### src/hdl/qse_pkg.sv
// Shared types and constants for the quicksort engine.
`timescale 1ns / 1ps

package qse_pkg;

	// Width of the value ports.
	localparam int unsigned OUT_W = 32;

	// Handshake between the sorter and the output register.
	typedef struct packed {
		logic load;  // result data on the element memory read port is valid
		logic last;  // final beat of the run
		logic ovf;   // elements were dropped in this set
	} qse_emit_t;

endpackage

### src/hdl/qse_ram.sv
// Simple dual-port synchronous RAM, one write port and one registered read port.
`timescale 1ns / 1ps

module qse_ram #(
	parameter int unsigned W = 32,
	parameter int unsigned D = 64
) (
	input  logic                 clk,
	input  logic                 we,
	input  logic [$clog2(D)-1:0] waddr,
	input  logic [W-1:0]         wdata,
	input  logic [$clog2(D)-1:0] raddr,
	output logic [W-1:0]         rdata
);

	logic [W-1:0] mem [D];

	always_ff @(posedge clk) begin
		if (we) begin
			mem[waddr] <= wdata;
		end
		rdata <= mem[raddr];
	end

endmodule

### src/hdl/qse_sorter.sv
// Sequencer: loads the set, partitions ranges from the stack, then reads the run out.
`timescale 1ns / 1ps

module qse_sorter #(
	parameter int unsigned DEPTH      = 64,
	parameter int unsigned DATA_WIDTH = 32
) (
	input  logic                          clk,
	input  logic                          arst_n,
	// input beats
	input  logic                          item_valid,
	output logic                          item_stall,
	input  logic [qse_pkg::OUT_W-1:0]     value,
	input  logic                          is_last,
	// element memory
	output logic                          e_we,
	output logic [$clog2(DEPTH)-1:0]      e_waddr,
	output logic [DATA_WIDTH-1:0]         e_wdata,
	output logic [$clog2(DEPTH)-1:0]      e_raddr,
	input  logic [DATA_WIDTH-1:0]         e_rdata,
	// range stack memory
	output logic                          s_we,
	output logic [$clog2(DEPTH)-1:0]      s_waddr,
	output logic [2*$clog2(DEPTH)-1:0]    s_wdata,
	output logic [$clog2(DEPTH)-1:0]      s_raddr,
	input  logic [2*$clog2(DEPTH)-1:0]    s_rdata,
	// output register
	output qse_pkg::qse_emit_t            emit,
	input  logic                          out_taken
);

	localparam int unsigned IW = $clog2(DEPTH);
	localparam int unsigned CW = $clog2(DEPTH + 1);
	localparam int unsigned PW = IW + 1;

	localparam logic [3:0] S_LOAD  = 4'd0;
	localparam logic [3:0] S_INIT  = 4'd1;
	localparam logic [3:0] S_POP   = 4'd2;
	localparam logic [3:0] S_POPW  = 4'd3;
	localparam logic [3:0] S_PIV   = 4'd4;
	localparam logic [3:0] S_CMP   = 4'd5;
	localparam logic [3:0] S_SW1   = 4'd6;
	localparam logic [3:0] S_SW2   = 4'd7;
	localparam logic [3:0] S_FIN   = 4'd8;
	localparam logic [3:0] S_FS1   = 4'd9;
	localparam logic [3:0] S_FS2   = 4'd10;
	localparam logic [3:0] S_PUSH1 = 4'd11;
	localparam logic [3:0] S_PUSH2 = 4'd12;
	localparam logic [3:0] S_ORD   = 4'd13;
	localparam logic [3:0] S_OLD   = 4'd14;
	localparam logic [3:0] S_OWAIT = 4'd15;

	logic [3:0]            state_q, state_d;
	logic [CW-1:0]         count_q;
	logic                  ovf_q;
	logic [CW-1:0]         sp_q;
	logic [IW-1:0]         k_q;
	logic [IW-1:0]         lo_q, hi_q, i_q, j_q;
	logic [PW-1:0]         p_q;
	logic [DATA_WIDTH-1:0] pivot_q, hold_q;

	logic is_less, i_at_hi, i_is_p, k_last, stack_room, push_lo, push_hi, j_is_lo;

	assign is_less    = $signed(e_rdata) < $signed(pivot_q);
	assign i_at_hi    = i_q == hi_q;
	assign i_is_p     = {1'b0, i_q} == p_q;
	assign k_last     = CW'(k_q) == count_q - CW'(1);
	assign stack_room = sp_q < CW'(DEPTH);
	assign j_is_lo    = IW'(p_q - PW'(1)) == lo_q;
	// left part holds at least two elements
	assign push_lo    = {1'b0, j_q} > ({1'b0, lo_q} + PW'(1));
	// right part holds at least two elements
	assign push_hi    = ({1'b0, j_q} + PW'(1)) < {1'b0, hi_q};

	assign item_stall = state_q != S_LOAD;

	always_comb begin
		state_d = state_q;
		e_we    = 1'b0;
		e_waddr = '0;
		e_wdata = hold_q;
		e_raddr = '0;
		s_we    = 1'b0;
		s_waddr = sp_q[IW-1:0];
		s_wdata = {lo_q, IW'(j_q - IW'(1))};
		s_raddr = '0;
		emit    = '0;
		case (state_q)
			S_LOAD: begin
				e_waddr = count_q[IW-1:0];
				e_wdata = DATA_WIDTH'($signed(value));
				e_we    = item_valid && (count_q < CW'(DEPTH));
				if (item_valid && is_last) begin
					state_d = S_INIT;
				end
			end
			S_INIT: begin
				s_waddr = '0;
				s_wdata = {IW'(0), IW'(count_q - CW'(1))};
				s_we    = count_q > CW'(1);
				state_d = S_POP;
			end
			S_POP: begin
				s_raddr = IW'(sp_q - CW'(1));
				state_d = (sp_q == '0) ? S_ORD : S_POPW;
			end
			S_POPW: begin
				e_raddr = s_rdata[2*IW-1:IW];
				state_d = S_PIV;
			end
			S_PIV: begin
				e_raddr = lo_q + IW'(1);
				state_d = S_CMP;
			end
			S_CMP: begin
				if (is_less && !i_is_p) begin
					e_raddr = p_q[IW-1:0];
					state_d = S_SW1;
				end else if (i_at_hi) begin
					state_d = S_FIN;
				end else begin
					e_raddr = i_q + IW'(1);
				end
			end
			S_SW1: begin
				e_we    = 1'b1;
				e_waddr = p_q[IW-1:0];
				state_d = S_SW2;
			end
			S_SW2: begin
				e_we    = 1'b1;
				e_waddr = i_q;
				if (i_at_hi) begin
					state_d = S_FIN;
				end else begin
					e_raddr = i_q + IW'(1);
					state_d = S_CMP;
				end
			end
			S_FIN: begin
				// pivot lands at p-1; nothing to swap when that is lo
				e_raddr = IW'(p_q - PW'(1));
				state_d = j_is_lo ? S_PUSH1 : S_FS1;
			end
			S_FS1: begin
				e_we    = 1'b1;
				e_waddr = lo_q;
				e_wdata = e_rdata;
				state_d = S_FS2;
			end
			S_FS2: begin
				e_we    = 1'b1;
				e_waddr = j_q;
				e_wdata = pivot_q;
				state_d = S_PUSH1;
			end
			S_PUSH1: begin
				s_we    = push_lo && stack_room;
				state_d = S_PUSH2;
			end
			S_PUSH2: begin
				s_wdata = {IW'(j_q + IW'(1)), hi_q};
				s_we    = push_hi && stack_room;
				state_d = S_POP;
			end
			S_ORD: begin
				e_raddr = k_q;
				state_d = S_OLD;
			end
			S_OLD: begin
				emit.load = 1'b1;
				emit.last = k_last;
				emit.ovf  = ovf_q;
				state_d   = S_OWAIT;
			end
			S_OWAIT: begin
				if (out_taken) begin
					state_d = k_last ? S_LOAD : S_ORD;
				end
			end
			default: begin
				state_d = S_LOAD;
			end
		endcase
	end

	always_ff @(posedge clk or negedge arst_n) begin
		if (!arst_n) begin
			state_q <= S_LOAD;
			count_q <= '0;
			ovf_q   <= 1'b0;
			sp_q    <= '0;
			k_q     <= '0;
		end else begin
			state_q <= state_d;
			case (state_q)
				S_LOAD: begin
					if (item_valid) begin
						if (count_q < CW'(DEPTH)) begin
							count_q <= count_q + CW'(1);
						end else begin
							ovf_q <= 1'b1;
						end
					end
				end
				S_INIT: begin
					sp_q <= (count_q > CW'(1)) ? CW'(1) : '0;
					k_q  <= '0;
				end
				S_POP: begin
					if (sp_q != '0) begin
						sp_q <= sp_q - CW'(1);
					end
				end
				S_PUSH1: begin
					if (push_lo && stack_room) begin
						sp_q <= sp_q + CW'(1);
					end
				end
				S_PUSH2: begin
					if (push_hi && stack_room) begin
						sp_q <= sp_q + CW'(1);
					end
				end
				S_OWAIT: begin
					if (out_taken) begin
						if (k_last) begin
							count_q <= '0;
							ovf_q   <= 1'b0;
						end else begin
							k_q <= k_q + IW'(1);
						end
					end
				end
				default: begin
				end
			endcase
		end
	end

	// partition datapath
	always_ff @(posedge clk) begin
		case (state_q)
			S_POPW: begin
				lo_q <= s_rdata[2*IW-1:IW];
				hi_q <= s_rdata[IW-1:0];
			end
			S_PIV: begin
				pivot_q <= e_rdata;
				i_q     <= lo_q + IW'(1);
				p_q     <= {1'b0, lo_q} + PW'(1);
			end
			S_CMP: begin
				if (is_less && !i_is_p) begin
					hold_q <= e_rdata;
				end else begin
					if (is_less) begin
						p_q <= p_q + PW'(1);
					end
					if (!i_at_hi) begin
						i_q <= i_q + IW'(1);
					end
				end
			end
			S_SW1: begin
				hold_q <= e_rdata;
			end
			S_SW2: begin
				p_q <= p_q + PW'(1);
				if (!i_at_hi) begin
					i_q <= i_q + IW'(1);
				end
			end
			S_FIN: begin
				j_q <= IW'(p_q - PW'(1));
			end
			default: begin
			end
		endcase
	end

endmodule

### src/hdl/quicksort_engine.sv
// Top level of the quicksort engine: memories, sequencer and output register.
//
// Usage:
//   Input channel (item_valid / item_stall, value, is_last) takes one beat per
//   cycle while the engine is loading. Up to DEPTH values are stored; later
//   ones are dropped and flag overflow on every result of the run. A beat with
//   is_last set closes the set and starts the sort; item_stall stays high from
//   then until the last result beat has been taken.
//   The sort is a quicksort on the first element of each range, run against
//   the element memory with a range stack memory in place of recursion. Each
//   compare and each swap goes through the single read port of the element
//   memory, one at a time. Presorted data is the worst case.
//   Output channel (result_valid / result_stall, sorted_value, is_last_res,
//   overflow) then gives the stored values in ascending order, one beat at a
//   time: the next is read only after the previous one has been taken;
//   is_last_res marks the final beat. A stall holds the beat in the output
//   register. Reset empties the engine and returns it to loading; there is no clearing pass.
`timescale 1ns / 1ps

module quicksort_engine #(
	parameter int unsigned DEPTH      = 64,
	parameter int unsigned DATA_WIDTH = 32
) (
	input  logic                      clk,
	input  logic                      arst_n,
	input  logic                      item_valid,
	output logic                      item_stall,
	input  logic signed [31:0]        value,
	input  logic                      is_last,
	output logic                      result_valid,
	input  logic                      result_stall,
	output logic signed [31:0]        sorted_value,
	output logic                      is_last_res,
	output logic                      overflow
);

	localparam int unsigned IW = $clog2(DEPTH);

	logic                  e_we;
	logic [IW-1:0]         e_waddr, e_raddr;
	logic [DATA_WIDTH-1:0] e_wdata, e_rdata;
	logic                  s_we;
	logic [IW-1:0]         s_waddr, s_raddr;
	logic [2*IW-1:0]       s_wdata, s_rdata;
	qse_pkg::qse_emit_t    emit;
	logic                  out_taken;
	logic                  result_valid_q;
	logic [31:0]           sorted_value_q;
	logic                  is_last_q, overflow_q;

	qse_ram #(.W(DATA_WIDTH), .D(DEPTH)) u_elem_ram (
		.clk   (clk),
		.we    (e_we),
		.waddr (e_waddr),
		.wdata (e_wdata),
		.raddr (e_raddr),
		.rdata (e_rdata)
	);

	qse_ram #(.W(2 * IW), .D(DEPTH)) u_stack_ram (
		.clk   (clk),
		.we    (s_we),
		.waddr (s_waddr),
		.wdata (s_wdata),
		.raddr (s_raddr),
		.rdata (s_rdata)
	);

	qse_sorter #(.DEPTH(DEPTH), .DATA_WIDTH(DATA_WIDTH)) u_sorter (
		.clk        (clk),
		.arst_n     (arst_n),
		.item_valid (item_valid),
		.item_stall (item_stall),
		.value      ($unsigned(value)),
		.is_last    (is_last),
		.e_we       (e_we),
		.e_waddr    (e_waddr),
		.e_wdata    (e_wdata),
		.e_raddr    (e_raddr),
		.e_rdata    (e_rdata),
		.s_we       (s_we),
		.s_waddr    (s_waddr),
		.s_wdata    (s_wdata),
		.s_raddr    (s_raddr),
		.s_rdata    (s_rdata),
		.emit       (emit),
		.out_taken  (out_taken)
	);

	assign out_taken = result_valid_q && !result_stall;

	always_ff @(posedge clk or negedge arst_n) begin
		if (!arst_n) begin
			result_valid_q <= 1'b0;
		end else if (emit.load) begin
			result_valid_q <= 1'b1;
		end else if (out_taken) begin
			result_valid_q <= 1'b0;
		end
	end

	// narrow elements come out zero-extended, wide ones truncated
	always_ff @(posedge clk) begin
		if (emit.load) begin
			sorted_value_q <= qse_pkg::OUT_W'(e_rdata);
			is_last_q      <= emit.last;
			overflow_q     <= emit.ovf;
		end
	end

	assign result_valid = result_valid_q;
	assign sorted_value = $signed(sorted_value_q);
	assign is_last_res  = is_last_q;
	assign overflow     = overflow_q;

endmodule
### config.mk
export PLATFORM = sky130hd
export DESIGN_NAME = quicksort_engine
export DESIGN_NICKNAME = d
export VERILOG_FILES = /design/src/hdl/qse_pkg.sv /design/src/hdl/qse_ram.sv /design/src/hdl/qse_sorter.sv /design/src/hdl/quicksort_engine.sv
export SDC_FILE = /design/constraint.sdc
export NUM_CORES = 2
export LEC_CHECK = 0
export BUFFER_PORTS_ARGS = -buffer_cell sky130_fd_sc_hd__buf_2
export CAP_MARGIN = 20
export CORE_MARGIN = 2
export CORE_UTILIZATION = 40
export DETAILED_ROUTE_END_ITERATION = 10
export GPL_ROUTABILITY_DRIVEN = 0
export GPL_TIMING_DRIVEN = 1
export PLACE_DENSITY = 0.57
export SLEW_MARGIN = 20
export SYNTH_ARGS = -nofsm -noshare
export SYNTH_HDL_FRONTEND = slang
export SYNTH_HIERARCHICAL = 1
export SYNTH_SLANG_ARGS = --single-unit
export TNS_END_PERCENT = 50
### constraint.sdc
create_clock -name clk -period 5.9 [get_ports clk]
set_input_delay 0.59 -clock clk [delete_from_list [all_inputs] [get_ports clk]]
set_output_delay 0.59 -clock clk [all_outputs]
set_load 0.02 [all_outputs]
==> flow_summary.toml <==
[status]
status = "completed"

[yosys]
synth_fp_nets = 5623
avgSynthCellArea_um2 = 21.2
synth_ff_type = "edfxtp_1"
synth_top_area_cell = "edfxtp_1"
ys_seq_area_share_pct = 76.5
ys_ff_latch = 3015
async_reset_ff_share_pct = 0.862
ys_top_cells_by_area = "edfxtp_1 75%, mux4_2 14%, mux2i_1 1.0%"
synth_edf_count = 2945
synth_top_area_share_pct = 75.2
ys_warn_count = 6
syn_area_um2 = 118000
ys_types = 90
syn_inst = 5532

[global_routing]
grt_max_degree = 73
grt_pass1_wl_um = 448000
grt-ovfl-total = 0
first_global_vias = 59500
antenna_found_initial = 14
grt_usage_pct = 21.0

[die]
io_pins = 73
dieWidth_um = 546
rows = 199
core-area_um2 = 293000
die-area_um2 = 298000
die_h_um = 546
start_util_pct = 40.1

[worst_hold_path]
hold_depth = 2
hp-class = "in -> reg"

[clock_network]
cts_num_sinks = 3015
cts_max_level = 5
clkLatencyLatePin_ns = 0.89
clockBufferDepth = 4
cts-root-buf = "clkbuf_16"
clkSlewWorstSetupHoldPaths_ns = 0.06
post-cts-setup-buffer-count = 0
cts_inserted_buffers = 309
cts_tree = "built"

[worst_setup_path]
r2r_cells = 16
worstPathMaxFanout = 21
cp.required_ns = 6.57
cp-start-kind = "flop"
end_kind = "flop"
worstPathArrival_ns = 6.29
path_class = "reg -> reg"

[route]
drt-initial-drc-count = 7621
postRouteWirelength_um = 318000
drt_pre_antenna_iters = 9
vias_per_cell = 5.81
drc = 0
ant_nets = 0
wl_per_cell_um = 31.3
via_count = 59100

[sta]
holdWs_ns = 0.0911
setup_viol = 0
rsz0062_at_grt = "false"
timing.final.crit_share_pct = 95.3
setup_slack_ns = 0.278
timing.fmax_mhz = 178
drv_slew = 0
hold_viol = 0
worst_pin_slew_ns = 1.10
period_needed_ns = 5.62
max_slew_margin_pct = 26.4
finalClockSkew_ns = 0.0593

[finish]
fin_area_um2 = 136000
seq_area_um2 = 90000
fin_nets = 6087
final_cell_mix = "2,945 x edfxtp_1, 736 x mux4_2, 339 x buf_4, 314 x clkbuf_16, 194 x nor2_1"
multi_input_area_um2 = 26700
area_growth_syn_to_layout_pct = 15.3
fill_cells = 24300
drive_above_1_share_pct = 28.4
layout.cells.non_filler = 10200
layout_commonest_cell = "edfxtp_1"

[pwr]
static-leakage-power_nw = 48.2
power_density_nw_per_um2 = 313
max-vdd-ir-drop_mv = 0.225

[flow_run]
maxCapViolCount = 0

[placement]
dp_hpwl_um = 189000
dp.cells = 9600
place_ws_ns = -0.0894
portBuffers = 72
placed_cell_area_um2 = 126000
-- worst max-delay path: stages (launching register included) --
cell and delay [ns]:
dfxtp_1 0.61, ha_1 0.33, and4_1 0.19, nor4b_2 0.18
a211oi_1 0.31, o21ai_0 0.22, o21ai_2 0.23, nand3b_1 0.32
o221ai_4 0.31, buf_12 0.32, buf_12 0.22, buf_4 0.29
mux4_2 0.55, o22ai_1 0.20, nor2_1 0.07, a21oi_1 0.62
nor2_1 0.36
-- cells by family after synthesis --
family	synth area share (%)
buf+inv	1.53
simple gates	2.68
xor+xnor	0.436
fa+ha+maj	0.575
compound gates	3.06
flops	76.5
mux	15.2
-- worst paths after layout --
path,startpoint,slack (ns),endpoint
min reg2reg,u_stack_ram/rdata[2],0.42,u_sorter/hi_q[2]
max,u_elem_ram/rdata[25],0.28,u_elem_ram/rdata[31]
max reg2reg,u_elem_ram/rdata[25],0.28,u_elem_ram/rdata[31]
min,result_stall,0.09,result_valid
min in group asynchronous,arst_n,0.27,u_sorter/state_q[0]
max in group asynchronous,arst_n,5.16,result_valid
-- synth_stat cells (14+ instances only) --
cell	n
dfrtp_1	26
xnor2_1	25
a21oi_1	113
mux2i_1	118
and3_1	14
a22oi_1	39
o21ai_0	41
xor2_1	31
inv_1	65
dfxtp_1	44
o221ai_1	51
buf_1	26
mux4_2	736
nand2b_1	37
edfxtp_1	2945
nor3_1	33
nand2_1	140
buf_2	84
o22ai_1	118
nor2b_1	35
nand3_1	51
nor2_1	265
ha_1	54
a31oi_1	16
buf_6	22
buf_4	36
a222oi_1	35
clkbuf_1	137
a211oi_1	14
-- sequential cells by signal, indices dropped and copies added, names as in the netlist, 7 cells and up --
signal	flops
u_sorter/pivot_q	32
u_elem_ram/mem	2048
u_stack_ram/mem	768
u_sorter/p_q	7
sorted_value	32
u_stack_ram/rdata	12
u_sorter/sp_q	7
u_sorter/hold_q	32
u_elem_ram/rdata	32
u_sorter/count_q	7
-- layer usage --
layer  global-route usage, %  share of wire, %  vias to the layer above
met4                    6.85               3.2                        4
met5                       0            0.0066                        -
met1                    28.5                40                    32100
met2                    34.6                49                     2382
li1                        -                 -                    24200
met3                    3.24               6.8                      482
-- power breakdown --
part	switching, mW	internal (mW)
logic	0.0261	0.0169
registers	0.00506	23.1
clock network	8.13	11.1
-- repair_timing --
item | in CTS | in global routing
gates resized for setup | 1 | 2
setup endpoints to repair | 1 | 2
pin swaps | 0 | 0
hold buffers | 3 | 0
hold endpoints to repair | 28 | 0
-- area by class of cell --
| class | count | area share, % |
|---|---|---|
| flip-flops and latches | 3015 | 66.4 |
| multi-input cells | 2147 | 19.7 |
| clock buffers | 403 | 6.10 |
| well taps | 3919 | 3.62 |
| repair buffers | 458 | 2.82 |
| clock inverters | 156 | 1.14 |
| inverters | 65 | 0.180 |
| diodes | 14 | 0.0259 |
-- metrics by stage --
step	utilization [%]	total power, mW	TNS [ns]
4_1_cts	46.2	42.7	0
3_3_place_gp	42.8	23.6	-0.116
5_1_grt	46.2	43.5	0
2_1_floorplan	-	23.6	0
6_report	46.2	42.4	0
3_5_place_dp	42.9	23.6	-0.0894
No activity file was read; power rests on OpenSTA's default activity.
